### config.mk
export PLATFORM = sky130hd
export DESIGN_NAME = rarsf_ctrl
export DESIGN_NICKNAME = d
export VERILOG_FILES = /design/src/hw/rtl/rarsf_pkg.sv /design/src/hw/rtl/rarsf_ctrl.sv
export SDC_FILE = /design/constraint.sdc
export NUM_CORES = 1
export LEC_CHECK = 0
export CELL_PAD_IN_SITES_DETAIL_PLACEMENT = 1
export CELL_PAD_IN_SITES_GLOBAL_PLACEMENT = 2
export CORE_MARGIN = 3
export CORE_UTILIZATION = 31
export CTS_CLUSTER_DIAMETER = 150
export DETAILED_ROUTE_END_ITERATION = 8
export DONT_BUFFER_PORTS = 1
export GPL_ROUTABILITY_DRIVEN = 0
export PLACE_DENSITY_LB_ADDON = 0.1
export RECOVER_POWER = 100
export SETUP_SLACK_MARGIN = 0.5
export SLEW_MARGIN = 20
export SYNTH_ARGS = -nofsm -noshare
export SYNTH_HDL_FRONTEND = slang
export SYNTH_SLANG_ARGS = --single-unit
### constraint.sdc
create_clock -name clk -period 1.41 [get_ports clk]
set_input_delay 0.2115 -clock clk [delete_from_list [all_inputs] [get_ports clk]]
set_output_delay 0.2115 -clock clk [all_outputs]
set_load 0.03 [all_outputs]
### src/hw/rtl/rarsf_pkg.sv
// shared types and constants for the range-add / range-sum fenwick store
// no dependencies
package rarsf_pkg;

	localparam int unsigned MAX_POSITIONS_DEF = 1024;
	localparam int unsigned SIZE_W = 11;
	localparam int unsigned POS_W = 11;
	localparam int unsigned VALUE_W = 32;
	localparam int unsigned SUM_W = 64;

	localparam logic [SIZE_W-1:0] SIZE_RESET = 11'd1024;

	localparam logic KIND_ADD = 1'b0;
	localparam logic KIND_QUERY = 1'b1;

	typedef struct packed {
		logic kind;
		logic [POS_W-1:0] lo;
		logic [POS_W-1:0] hi;
		logic signed [VALUE_W-1:0] value;
	} req_t;

	typedef struct packed {
		logic signed [SUM_W-1:0] range_sum;
		logic bad_range;
	} rsp_t;

	// controller to datapath
	typedef struct packed {
		logic clr;
		logic load;
		logic first;
		logic upd;
		logic mul;
		logic acc;
		logic second;
		logic walk;
	} cmd_t;

	// datapath to controller
	typedef struct packed {
		logic clr_last;
		logic bad;
		logic query;
		logic walk_live;
	} stat_t;

endpackage

### src/hw/rtl/rarsf_ctrl.sv
// controller: one-hot state machine sequencing clear pass, tree walks and result beat
// depends on rarsf_pkg
module rarsf_ctrl import rarsf_pkg::*; (
	input  logic  clk,
	input  logic  arst_n,
	input  logic  start,
	output logic  busy,
	output logic  done,
	input  stat_t stat,
	output cmd_t  cmd
);

	typedef enum logic [7:0] {
		ST_CLEAR = 8'b0000_0001,
		ST_IDLE  = 8'b0000_0010,
		ST_SETUP = 8'b0000_0100,
		ST_RD    = 8'b0000_1000,
		ST_UPD   = 8'b0001_0000,
		ST_MUL   = 8'b0010_0000,
		ST_ACC   = 8'b0100_0000,
		ST_DONE  = 8'b1000_0000
	} state_t;

	state_t state_q;
	state_t state_d;
	logic second_q;
	logic second_d;

	always_comb begin
		cmd = '0;
		cmd.walk = second_q;
		state_d = state_q;
		second_d = second_q;
		unique case (state_q)
			ST_CLEAR: begin
				cmd.clr = 1'b1;
				if (stat.clr_last) begin
					state_d = ST_IDLE;
				end
			end
			ST_IDLE: begin
				if (start) begin
					cmd.load = 1'b1;
					state_d = ST_SETUP;
				end
			end
			ST_SETUP: begin
				cmd.first = 1'b1;
				second_d = 1'b0;
				state_d = stat.bad ? ST_DONE : ST_RD;
			end
			ST_RD: begin
				if (stat.walk_live) begin
					state_d = ST_UPD;
				end else if (stat.query) begin
					state_d = ST_MUL;
				end else if (!second_q) begin
					cmd.second = 1'b1;
					second_d = 1'b1;
				end else begin
					state_d = ST_DONE;
				end
			end
			ST_UPD: begin
				cmd.upd = 1'b1;
				state_d = ST_RD;
			end
			ST_MUL: begin
				cmd.mul = 1'b1;
				state_d = ST_ACC;
			end
			ST_ACC: begin
				cmd.acc = 1'b1;
				if (!second_q) begin
					cmd.second = 1'b1;
					second_d = 1'b1;
					state_d = ST_RD;
				end else begin
					state_d = ST_DONE;
				end
			end
			ST_DONE: begin
				state_d = ST_IDLE;
			end
			default: begin
				state_d = ST_IDLE;
			end
		endcase
	end

	always_ff @(posedge clk or negedge arst_n) begin
		if (!arst_n) begin
			state_q <= ST_CLEAR;
			second_q <= 1'b0;
		end else begin
			state_q <= state_d;
			second_q <= second_d;
		end
	end

	assign busy = (state_q != ST_IDLE);
	assign done = (state_q == ST_DONE);

	a_accept: assert property (@(posedge clk) disable iff (!arst_n)
		(start && !busy) |=> (state_q == ST_SETUP))
		else $error("accepted beat did not enter setup");

	a_done_pulse: assert property (@(posedge clk) disable iff (!arst_n)
		done |=> !done)
		else $error("result strobe longer than one cycle");

	a_upd_live: assert property (@(posedge clk) disable iff (!arst_n)
		(state_q == ST_UPD) |-> $past(stat.walk_live))
		else $error("tree update outside the walk range");

	a_no_reclear: assert property (@(posedge clk) disable iff (!arst_n)
		(state_q == ST_IDLE) |=> (state_q != ST_CLEAR))
		else $error("clear pass restarted");

	a_bad_skips: assert property (@(posedge clk) disable iff (!arst_n)
		(state_q == ST_SETUP && stat.bad) |=> done)
		else $error("rejected range touched the trees");

endmodule

==> results of run 1 <==
==> cells by family (layout without fill, tap and decap cells) <==
group                     Yosys count  count (layout)  synth area share, %
and+or+nand+nor                    35              35                 45.2
DFF                                 9               9                 41.1
AOI/OAI and AO/OA                   5               5                 6.36
buffers and inverters               5              44                 4.09
xor gates and xnor gates            2               2                 3.18
==> area by class of cell <==
| cell class | instances | area (µm²) |
|---|---|---|
| well taps | 24 | 30.0 |
| flip-flops and latches | 9 | 231 |
| inverters | 4 | 21.3 |
| multi-input cells | 42 | 398 |
| fillers | 169 | 546 |
| repair buffers | 36 | 342 |
| clock buffers | 4 | 26.3 |
==> what timing repair did <==
action,CTS,global route
gates resized for setup,17,11
hold buffers,2,0
setup endpoints to repair,19,19
setup buffers,5,6
endpoints found under the hold margin,10,0
pin swaps,6,9
==> worst max-delay path by stage <==
stage               cells past startpoint                      to                    from  slack, ns
detailed placement                      5  state_q[3]$_DFFE_PN0P_  state_q[1]$_DFFE_PN0P_      -0.22
global placement                        5  state_q[3]$_DFFE_PN0P_  state_q[1]$_DFFE_PN0P_      -0.17
finish                                  4                  cmd[4]  state_q[7]$_DFFE_PN0P_      -0.46
floorplan                               3                  cmd[6]  state_q[7]$_DFFE_PN0P_      -0.38
CTS                                     4                  cmd[6]  state_q[3]$_DFFE_PN0P_      -0.47
global route                            5                  cmd[6]  state_q[7]$_DFFE_PN0P_      -0.52
==> registers in the layout (all words and copies together) (netlist names) <==
signal	cells
second_q	1
state_q	8
==> placed cells by master, fill, tap and decap left out, types with 2 or more instances in the layout <==
cell type      netlist  final
nor4_4               2      2
clkbuf_4             0      3
dlygate4sd3_1        0      2
nor3b_4              0      2
nand4b_1             2      2
and4b_2              2      2
buf_4                1     22
xor2_1               2      2
buf_12               0      2
nor2_1              11      6
nor2_2               0      3
nor2_4               0      2
nand4_1              2      2
nand3_1              3      2
buf_6                0      9
inv_1                3      2
nor3b_1              6      2
dfrtp_1              8      4
nor3b_2              0      2
dfrtp_2              0      4
==> critical path: stages (launching register included) <==
cell     delay, ns
dfrtp_2       0.43
nor4_4        0.39
nand2_2       0.16
nor3b_4       0.24
buf_6         0.16
==> report_power, final <==
group / switching, mW / leakage, nW / internal, mW
Combinational: 0.557 / 0.357 / 0.579
Clock: 0.107 / 0.0150 / 0.110
Sequential: 0.0754 / 0.111 / 0.311
Total: 0.739 / 0.483 / 1.00
==> through the flow <==
step	hold slack [ns]	instance area (µm²)
floorplan	-0.0841	593
global placement	-0.0838	813
detailed placement	-0.0838	813
CTS	0.0285	968
global route	0.0531	1050
finish	0.0534	1050
==> metal layers <==
metal	vias to the layer above	wire length [µm]
met3	10	100
met4	0	69
met2	21	1120
met1	313	905
li1	279	-
met5	-	0
==> results.ini, run 1 <==
[outcome]
status=complete, but fails checks
failed_checks=setup timing

[floorplanning]
coreArea_mm2=0.00159
start_util_pct=34.5
die_width_um=48.1
io_pins=17
die_area_mm2=0.00232
rows=14
dieHeight_um=48.1

[sta]
setup_ws_ns=-0.459
relSlewSlack_pct=69.6
finClkSkew_ns=0.00922
max_freq_mhz=535
period_needed_ns=1.87
setup_viol=14
hold_viol_final=0
rsz0062_at_grt=true
drv_slew=0
fin_crit_sh_pct=133
tns_ns=-4.37
worst_pin_slew_ns=0.454

[yosys]
syn_inst=56
synth_area_um2=551
ys_seq_elements=9
synth_flop_cell=dfrtp_1
yosysWarningCount=0
synth_commonest_cells=nor2_1 (11), dfrtp_1 (8), nor3b_1 (6)
yosysTopAreaCellShare_pct=36.4
synth_edf_count=0
synthArstFlopShare_pct=100
synth_fp_nets=63
synth_most_common_cell=nor2_1
synth_top_area_cell=dfrtp_1
synth_cell_types=24
avgSynthCellArea_um2=9.83
synth-seq-area-share_pct=41.1
synthTopCellsByArea=dfrtp_1 (36%), nor3b_1 (8.2%), nor4_4 (7.7%), nor2_1 (7.5%), dfstp_2 (4.8%)

[cells_and_area]
stdcell_count=119
drive_gt1_share_pct=67.4
utilization_pct=65.8
diodes=0
syn_to_final_growth_pct=90.5
final_nets=103

[setup_path]
cp-end-kind=output port
start_kind=register
reg2reg_from=state_q[0]$_DFFE_PN1P_
cp_max_fo=4
arrival_ns=1.66
worstPathRequired_ns=1.20
r2r_setup_slack_ns=-0.26
crit_type=register to output port
r2r_end=state_q[3]$_DFFE_PN0P_
r2r_cells=8

[power]
p_leak_nw=0.483
finalPower_mw=1.74
p_per_area_mw_per_mm2=1660
ir_worst_vdd_v=0.00102

[clocking]
insertion_delay_ns=0.27
cts_tree=done
cts.clk_slew.worst_paths_ns=0.07
cts_buffers=3
clock-sinks=9
cts_root_buffer=clkbuf_4
htreeDepth=1
cts.path.max_buffers=2

[grt]
track_usage_pct=20.8
overflow=0
grt_pass1_wl_um=3190
grt_pass1_vias=664
met1_usage_pct=25.5
antenna_found_initial=0
grtUsageMet2_pct=33.3
grtUsageMet3_pct=4.80
globalRoute.busiestLayer=met2
grt_max_degree=10

[detailed_routing]
drtIter0Drc=12
routed_wl_um=2190
post-route-drc-count=0
via_per_inst=5.24
num_vias=623
ant_nets=0
wl_per_cell_um=18.4
drt-pass1-iter-count=5

[worst_hold_path]
min_path_type=input port to register
hp-start=stat[0]
hold_depth=2
min_to=state_q[4]$_DFFE_PN0P_

[placed_design]
place_ws_ns=-0.224
place_hpwl_um=1350
io_buffer_count=0
dp_cells=102

[job]
maxCapViolCount=0

Note: power is estimated with default switching activity, not from simulation.
==> run 2: changes to the inputs <==
--- a/config.mk
+++ b/config.mk
@@ -15,7 +15,8 @@
 export GPL_ROUTABILITY_DRIVEN = 0
 export PLACE_DENSITY_LB_ADDON = 0.1
 export RECOVER_POWER = 100
-export SETUP_SLACK_MARGIN = 0.5
+export SETUP_SLACK_MARGIN = 0.4
+export SKIP_LAST_GASP = 1
 export SLEW_MARGIN = 20
 export SYNTH_ARGS = -nofsm -noshare
 export SYNTH_HDL_FRONTEND = slang
==> results.ini, run 2 (synthesis gave the netlist of run 1 again) <==
[grt]
grt_max_degree=10  ; unchanged
grt_pass1_vias=642  ; -3.3%
antenna_found_initial=0  ; unchanged
track_usage_pct=19.9  ; -0.91 points
overflow=0  ; unchanged
grt_pass1_wl_um=3040  ; -4.7%

[floorplanning]
die_width_um=48.1  ; unchanged
io_pins=17  ; unchanged
start_util_pct=34.5  ; unchanged
coreArea_mm2=0.00159  ; unchanged
die_area_mm2=0.00232  ; unchanged
rows=14  ; unchanged
dieHeight_um=48.1  ; unchanged

[sta]
max_freq_mhz=525  ; -1.8%
period_needed_ns=1.90  ; +0.0348 ns
rsz0062_at_grt=true
setup_ws_ns=-0.493  ; -0.0348 ns
relSlewSlack_pct=69.2  ; -0.44 points
fin_crit_sh_pct=135  ; +2.5 points
hold_viol_final=0  ; unchanged
setup_viol=15  ; +1
worst_pin_slew_ns=0.461  ; +0.00654 ns
drv_slew=0  ; unchanged
finClkSkew_ns=0.000949  ; -0.00827 ns

[cells_and_area]
largest_register_ffs=8  ; unchanged
final_cell_mix=buf_4 (22), buf_6 (9), nor2_1 (8)
diodes=0  ; unchanged
largest_register=state_q
seq_area_um2=229  ; -1.1%
utilization_pct=64.3  ; -1.5 points
final_nets=103  ; unchanged
final_common_cell=buf_4
final_area_mm2=0.00102  ; -2.3%
syn_to_final_growth_pct=86.1
stdcell_count=119  ; unchanged
n_fill_cell=180  ; +6.5%
top_regs=state_q x8, second_q x1
multi_input_area_um2=384  ; -3.5%
drive_gt1_share_pct=64.2  ; -3.2 points

[power]
comb_power_share_pct=63.6  ; -1.7 points
ir_worst_vdd_v=0.000831  ; -18%
power_switching_uw=689  ; -6.8%
finalPower_mw=1.64  ; -6.0%
power_frac_seq_pct=23.5  ; +1.3 points
clkPwrFrac_pct=12.9  ; +0.4 points
internal_power_uw=947  ; -5.3%
p_per_area_mw_per_mm2=1600  ; -3.8%
p_leak_nw=0.485  ; +0.33%
switching_share_pct=42.1  ; -0.40 points

[outcome]
status=complete, but fails checks
failed_checks=setup timing

[clocking]
cts_tree=done
clock-sinks=9  ; unchanged
insertion_delay_ns=0.27  ; about the same
cts.path.max_buffers=2  ; unchanged
htreeDepth=1  ; unchanged
cts_buffers=3  ; unchanged
cts_root_buffer=clkbuf_4
cts.clk_slew.worst_paths_ns=0.06  ; about the same

[detailed_routing]
via_per_inst=4.93  ; -5.8%
drtIter0Drc=5  ; -7
drt-pass1-iter-count=3  ; -2
wl_per_cell_um=16.9  ; -8.4%
post-route-drc-count=0  ; unchanged
ant_nets=0  ; unchanged
num_vias=587  ; -5.8%
routed_wl_um=2010  ; -8.4%

[placed_design]
dp_cells=102  ; unchanged
io_buffer_count=0  ; unchanged
place_ws_ns=-0.224  ; unchanged
placed_area_um2=813  ; unchanged
place_hpwl_um=1350  ; unchanged

[setup_path]
worstPathRequired_ns=1.20  ; about the same
slowest_delay_ns=0.42  ; about the same
crit_type=register to output port
path_cells=nor4_4 -> clkbuf_2 -> nand4_1 -> a21oi_4
cp_max_fo=6  ; +2
reg2reg_from=state_q[0]$_DFFE_PN1P_
cp_slowest_cell=dfrtp_2
cp-startpoint=state_q[5]$_DFFE_PN0P_
arrival_ns=1.69  ; +0.03 ns
start_kind=register
cp-end-kind=output port

[worst_hold_path]
hp-start=stat[0]
min_path_type=input port to register

[job]
maxCapViolCount=0  ; unchanged

## run 2: cell type report
class,count,area share [%]
Inverter,4,2.32
Timing Repair Buffer,36,32.4
Sequential cell,9,22.3
Tap cell,24,2.93
Multi-Input combinational cell,42,37.5
Clock buffer,4,2.56
## run 2: stage by stage
step	setup TNS (ns)	hold slack, ns
floorplan	-1.35	-0.0841
global placement	-1.02	-0.0838
detailed placement	-1.86	-0.0838
CTS	-4.57	0.0295
global route	-6.61	0.0271
finish	-5.35	0.0452
## run 2: power groups by stage
stage,clock network [mW],logic [mW],registers (mW)
6_report,0.212,1.04,0.384
5_1_grt,0.238,1.12,0.387
4_1_cts,0.225,0.891,0.386
3_5_place_dp,0,0.733,0.387
3_3_place_gp,0,0.703,0.374
2_1_floorplan,0,0.427,0.385
## run 2: repair_timing
| action | CTS | global route |
|---|---|---|
| setup endpoints to repair | 19 | 19 |
| endpoints found under the hold margin | 10 | 0 |
| setup buffers | 5 | 6 |
| hold buffers | 2 | 0 |
| pin swaps | 6 | 8 |
| resized for setup | 13 | 11 |
## run 2: worst paths after layout
check,cells past startpoint,slack (ns),endpoint
worst max-delay path,4,-0.49,cmd[1]
worst min-delay path,2,0.05,state_q[4]$_DFFE_PN0P_
worst max register to register,8,-0.33,state_q[3]$_DFFE_PN0P_
worst min register to register,2,0.67,state_q[6]$_DFFE_PN0P_
max in group asynchronous,1,0.74,state_q[0]$_DFFE_PN1P_
min in group asynchronous,1,0.33,state_q[3]$_DFFE_PN0P_
## run 2: layer usage
layer  vias up  global-route usage (%)  share of wire, %
met1       286                    24.4                42
li1        280                       -                 -
met5         -                       0                 0
met4         0                    11.3               1.9
met3         5                    4.80               4.3
met2        16                    31.5                52
## run 2: worst max-delay path: cells and delay by family (launching register included)
kind	cells	cell delay, ns
AND/OR/NAND/NOR	2	0.43
flip-flops	1	0.42
AO/OA/AOI/OAI	1	0.32
buffers and inverters	1	0.24
==> run 3: changes to the inputs <==
==> constraint.sdc (replaced) <==
create_clock -name clk -period 1.6 [get_ports clk]
set_input_delay 0.24 -clock clk [delete_from_list [all_inputs] [get_ports clk]]
set_output_delay 0.24 -clock clk [all_outputs]
set_load 0.03 [all_outputs]
==> results.ini, run 3 (synthesis gave the netlist of run 1 again) <==
[power]
p_leak_nw=0.459  ; -5.3%
p_per_area_mw_per_mm2=1400  ; -12%
finalPower_mw=1.37  ; -16%
ir_worst_vdd_v=0.00104  ; +25%

[clocking]
cts.clk_slew.worst_paths_ns=0.06  ; about the same
cts.path.max_buffers=2  ; unchanged
cts_root_buffer=clkbuf_4
cts_buffers=3  ; unchanged
insertion_delay_ns=0.26  ; about the same
htreeDepth=1  ; unchanged
cts_tree=done
clock-sinks=9  ; unchanged

[setup_path]
reg2reg_from=state_q[5]$_DFFE_PN0P_
start_kind=register
cpLargestDelayFamily=simple AND/OR/NAND/NOR gates
crit_type=register to output port
crit_buf_inv=2  ; +1
cp_max_fo=4  ; -2
worstPathRequired_ns=1.36  ; +0.16 ns
path_cells=nor4_4 -> buf_4 -> and4b_2 -> buf_12
slowest_delay_ns=0.42  ; about the same
cp-end-kind=output port
cp-startpoint=state_q[7]$_DFFE_PN0P_
cp_slowest_cell=dfrtp_1
arrival_ns=1.69  ; about the same

[floorplanning]
dieHeight_um=48.1  ; unchanged
io_pins=17  ; unchanged
start_util_pct=34.5  ; unchanged
die_area_mm2=0.00232  ; unchanged
rows=14  ; unchanged
coreArea_mm2=0.00159  ; unchanged
die_width_um=48.1  ; unchanged

[job]
maxCapViolCount=0  ; unchanged

[sta]
fin_crit_sh_pct=121
finClkSkew_ns=0.00200  ; +0.00106 ns
period_needed_ns=1.93
setup_viol=11  ; -4
hold_slack_ns=0.0370  ; -0.00824 ns
hold_viol_final=0  ; unchanged
setup_ws_ns=-0.330  ; +0.164 ns
relSlewSlack_pct=65.8  ; -3.4 points
rsz0062_at_grt=true
drv_slew=0  ; unchanged
worst_pin_slew_ns=0.514  ; +0.0530 ns
max_freq_mhz=518

[cells_and_area]
final_area_um2=980  ; -4.4%
diodes=0  ; unchanged
final_cell_mix=buf_4 (18), nor2_1 (8), buf_6 (8)
largest_register=state_q
drive_gt1_share_pct=62.9  ; -1.3 points
largest_register_ffs=8  ; unchanged
top_regs=state_q x8, second_q x1
n_fill_cell=176  ; -2.2%
utilization_pct=61.5  ; -2.8 points
stdcell_count=113  ; -5.0%
final_common_cell=buf_4
syn_to_final_growth_pct=78.0
final_nets=97  ; -5.8%

[worst_hold_path]
min_path_type=input port to register
hp-start=stat[0]

[detailed_routing]
drt-pass1-iter-count=4  ; +1
wl_per_cell_um=17.7  ; +4.7%
via_per_inst=5.19  ; +5.3%
post-route-drc-count=0  ; unchanged
routed_wl_um=2000  ; -0.60%
drtIter0Drc=5  ; unchanged
num_vias=587  ; unchanged
ant_nets=0  ; unchanged

[grt]
overflow=0  ; unchanged
grt_pass1_vias=639  ; -0.47%
track_usage_pct=18.7  ; -1.1 points
grt_pass1_wl_um=2950  ; -3.0%
antenna_found_initial=0  ; unchanged
grt_max_degree=10  ; unchanged

[placed_design]
dp_cells=98  ; -3.9%
placed_area_um2=771  ; -5.2%
io_buffer_count=0  ; unchanged
place_hpwl_um=1340  ; -0.56%

[outcome]
status=complete, but fails checks
failed_checks=setup timing

==> run 3: final cells by class <==
cell class / instances / area (µm²) / share of cell area (%)
tap: 24 / 30.0 / 3.07
sequential: 9 / 228 / 23.2
inverter: 4 / 23.8 / 2.43
clock inverter: 1 / 5.00 / 0.511
timing repair buffer: 30 / 275 / 28.1
clock buffer: 3 / 22.5 / 2.30
multi-input combinational: 42 / 395 / 40.4
==> run 3: through the flow <==
stage          setup slack, ns   TNS, ns
3_3_place_gp          -0.00929  -0.00929
5_1_grt                 -0.421     -3.34
6_report                -0.330     -2.41
2_1_floorplan           -0.223    -0.297
4_1_cts                 -0.301     -2.11
3_5_place_dp           -0.0585   -0.0753
==> run 3: power breakdown <==
group | switching, mW | total (mW) | internal [mW]
combinational | 0.430 | 0.835 | 0.405
sequential | 0.0937 | 0.364 | 0.270
clock | 0.0813 | 0.174 | 0.0922
total | 0.605 | 1.37 | 0.767
==> run 3: path summary, 6_finish.rpt <==
path / end / slack (ns) / depth (start not counted)
worst max-delay path: cmd[7] / -0.33 / 4
worst min-delay path: state_q[5]$_DFFE_PN0P_ / 0.04 / 1
worst max register to register: state_q[1]$_DFFE_PN0P_ / -0.12 / 8
worst min register to register: state_q[6]$_DFFE_PN0P_ / 0.68 / 2
max in group asynchronous: state_q[0]$_DFFE_PN1P_ / 0.91 / 1
min in group asynchronous: state_q[6]$_DFFE_PN0P_ / 0.35 / 1
==> run 3: what timing repair did <==
item	CTS	global route
endpoints found under the setup margin	18	19
hold buffers	1	0
gates resized for setup	12	14
hold endpoints to repair	9	0
pin swaps	7	4
buffers inserted	7	3
==> run 3: metal layers <==
metal | routed length [µm] | GRT usage (%) | vias to the layer above | part of all wire, %
met5 | 0 | 0 | - | 0
met2 | 1100 | 34.4 | 20 | 55
met3 | 113 | 4.43 | 2 | 5.7
li1 | - | - | 267 | -
met4 | 9 | 4.84 | 0 | 0.45
met1 | 768 | 21.4 | 298 | 38
==> run 3: worst reg2reg max path: stages (launching register included) <==
cell	delay (ns)
dfrtp_2	0.43
nor4_4	0.33
buf_4	0.19
nand4b_4	0.13
buf_6	0.15
buf_6	0.10
buf_6	0.10
nand4_1	0.08
a21oi_1	0.08
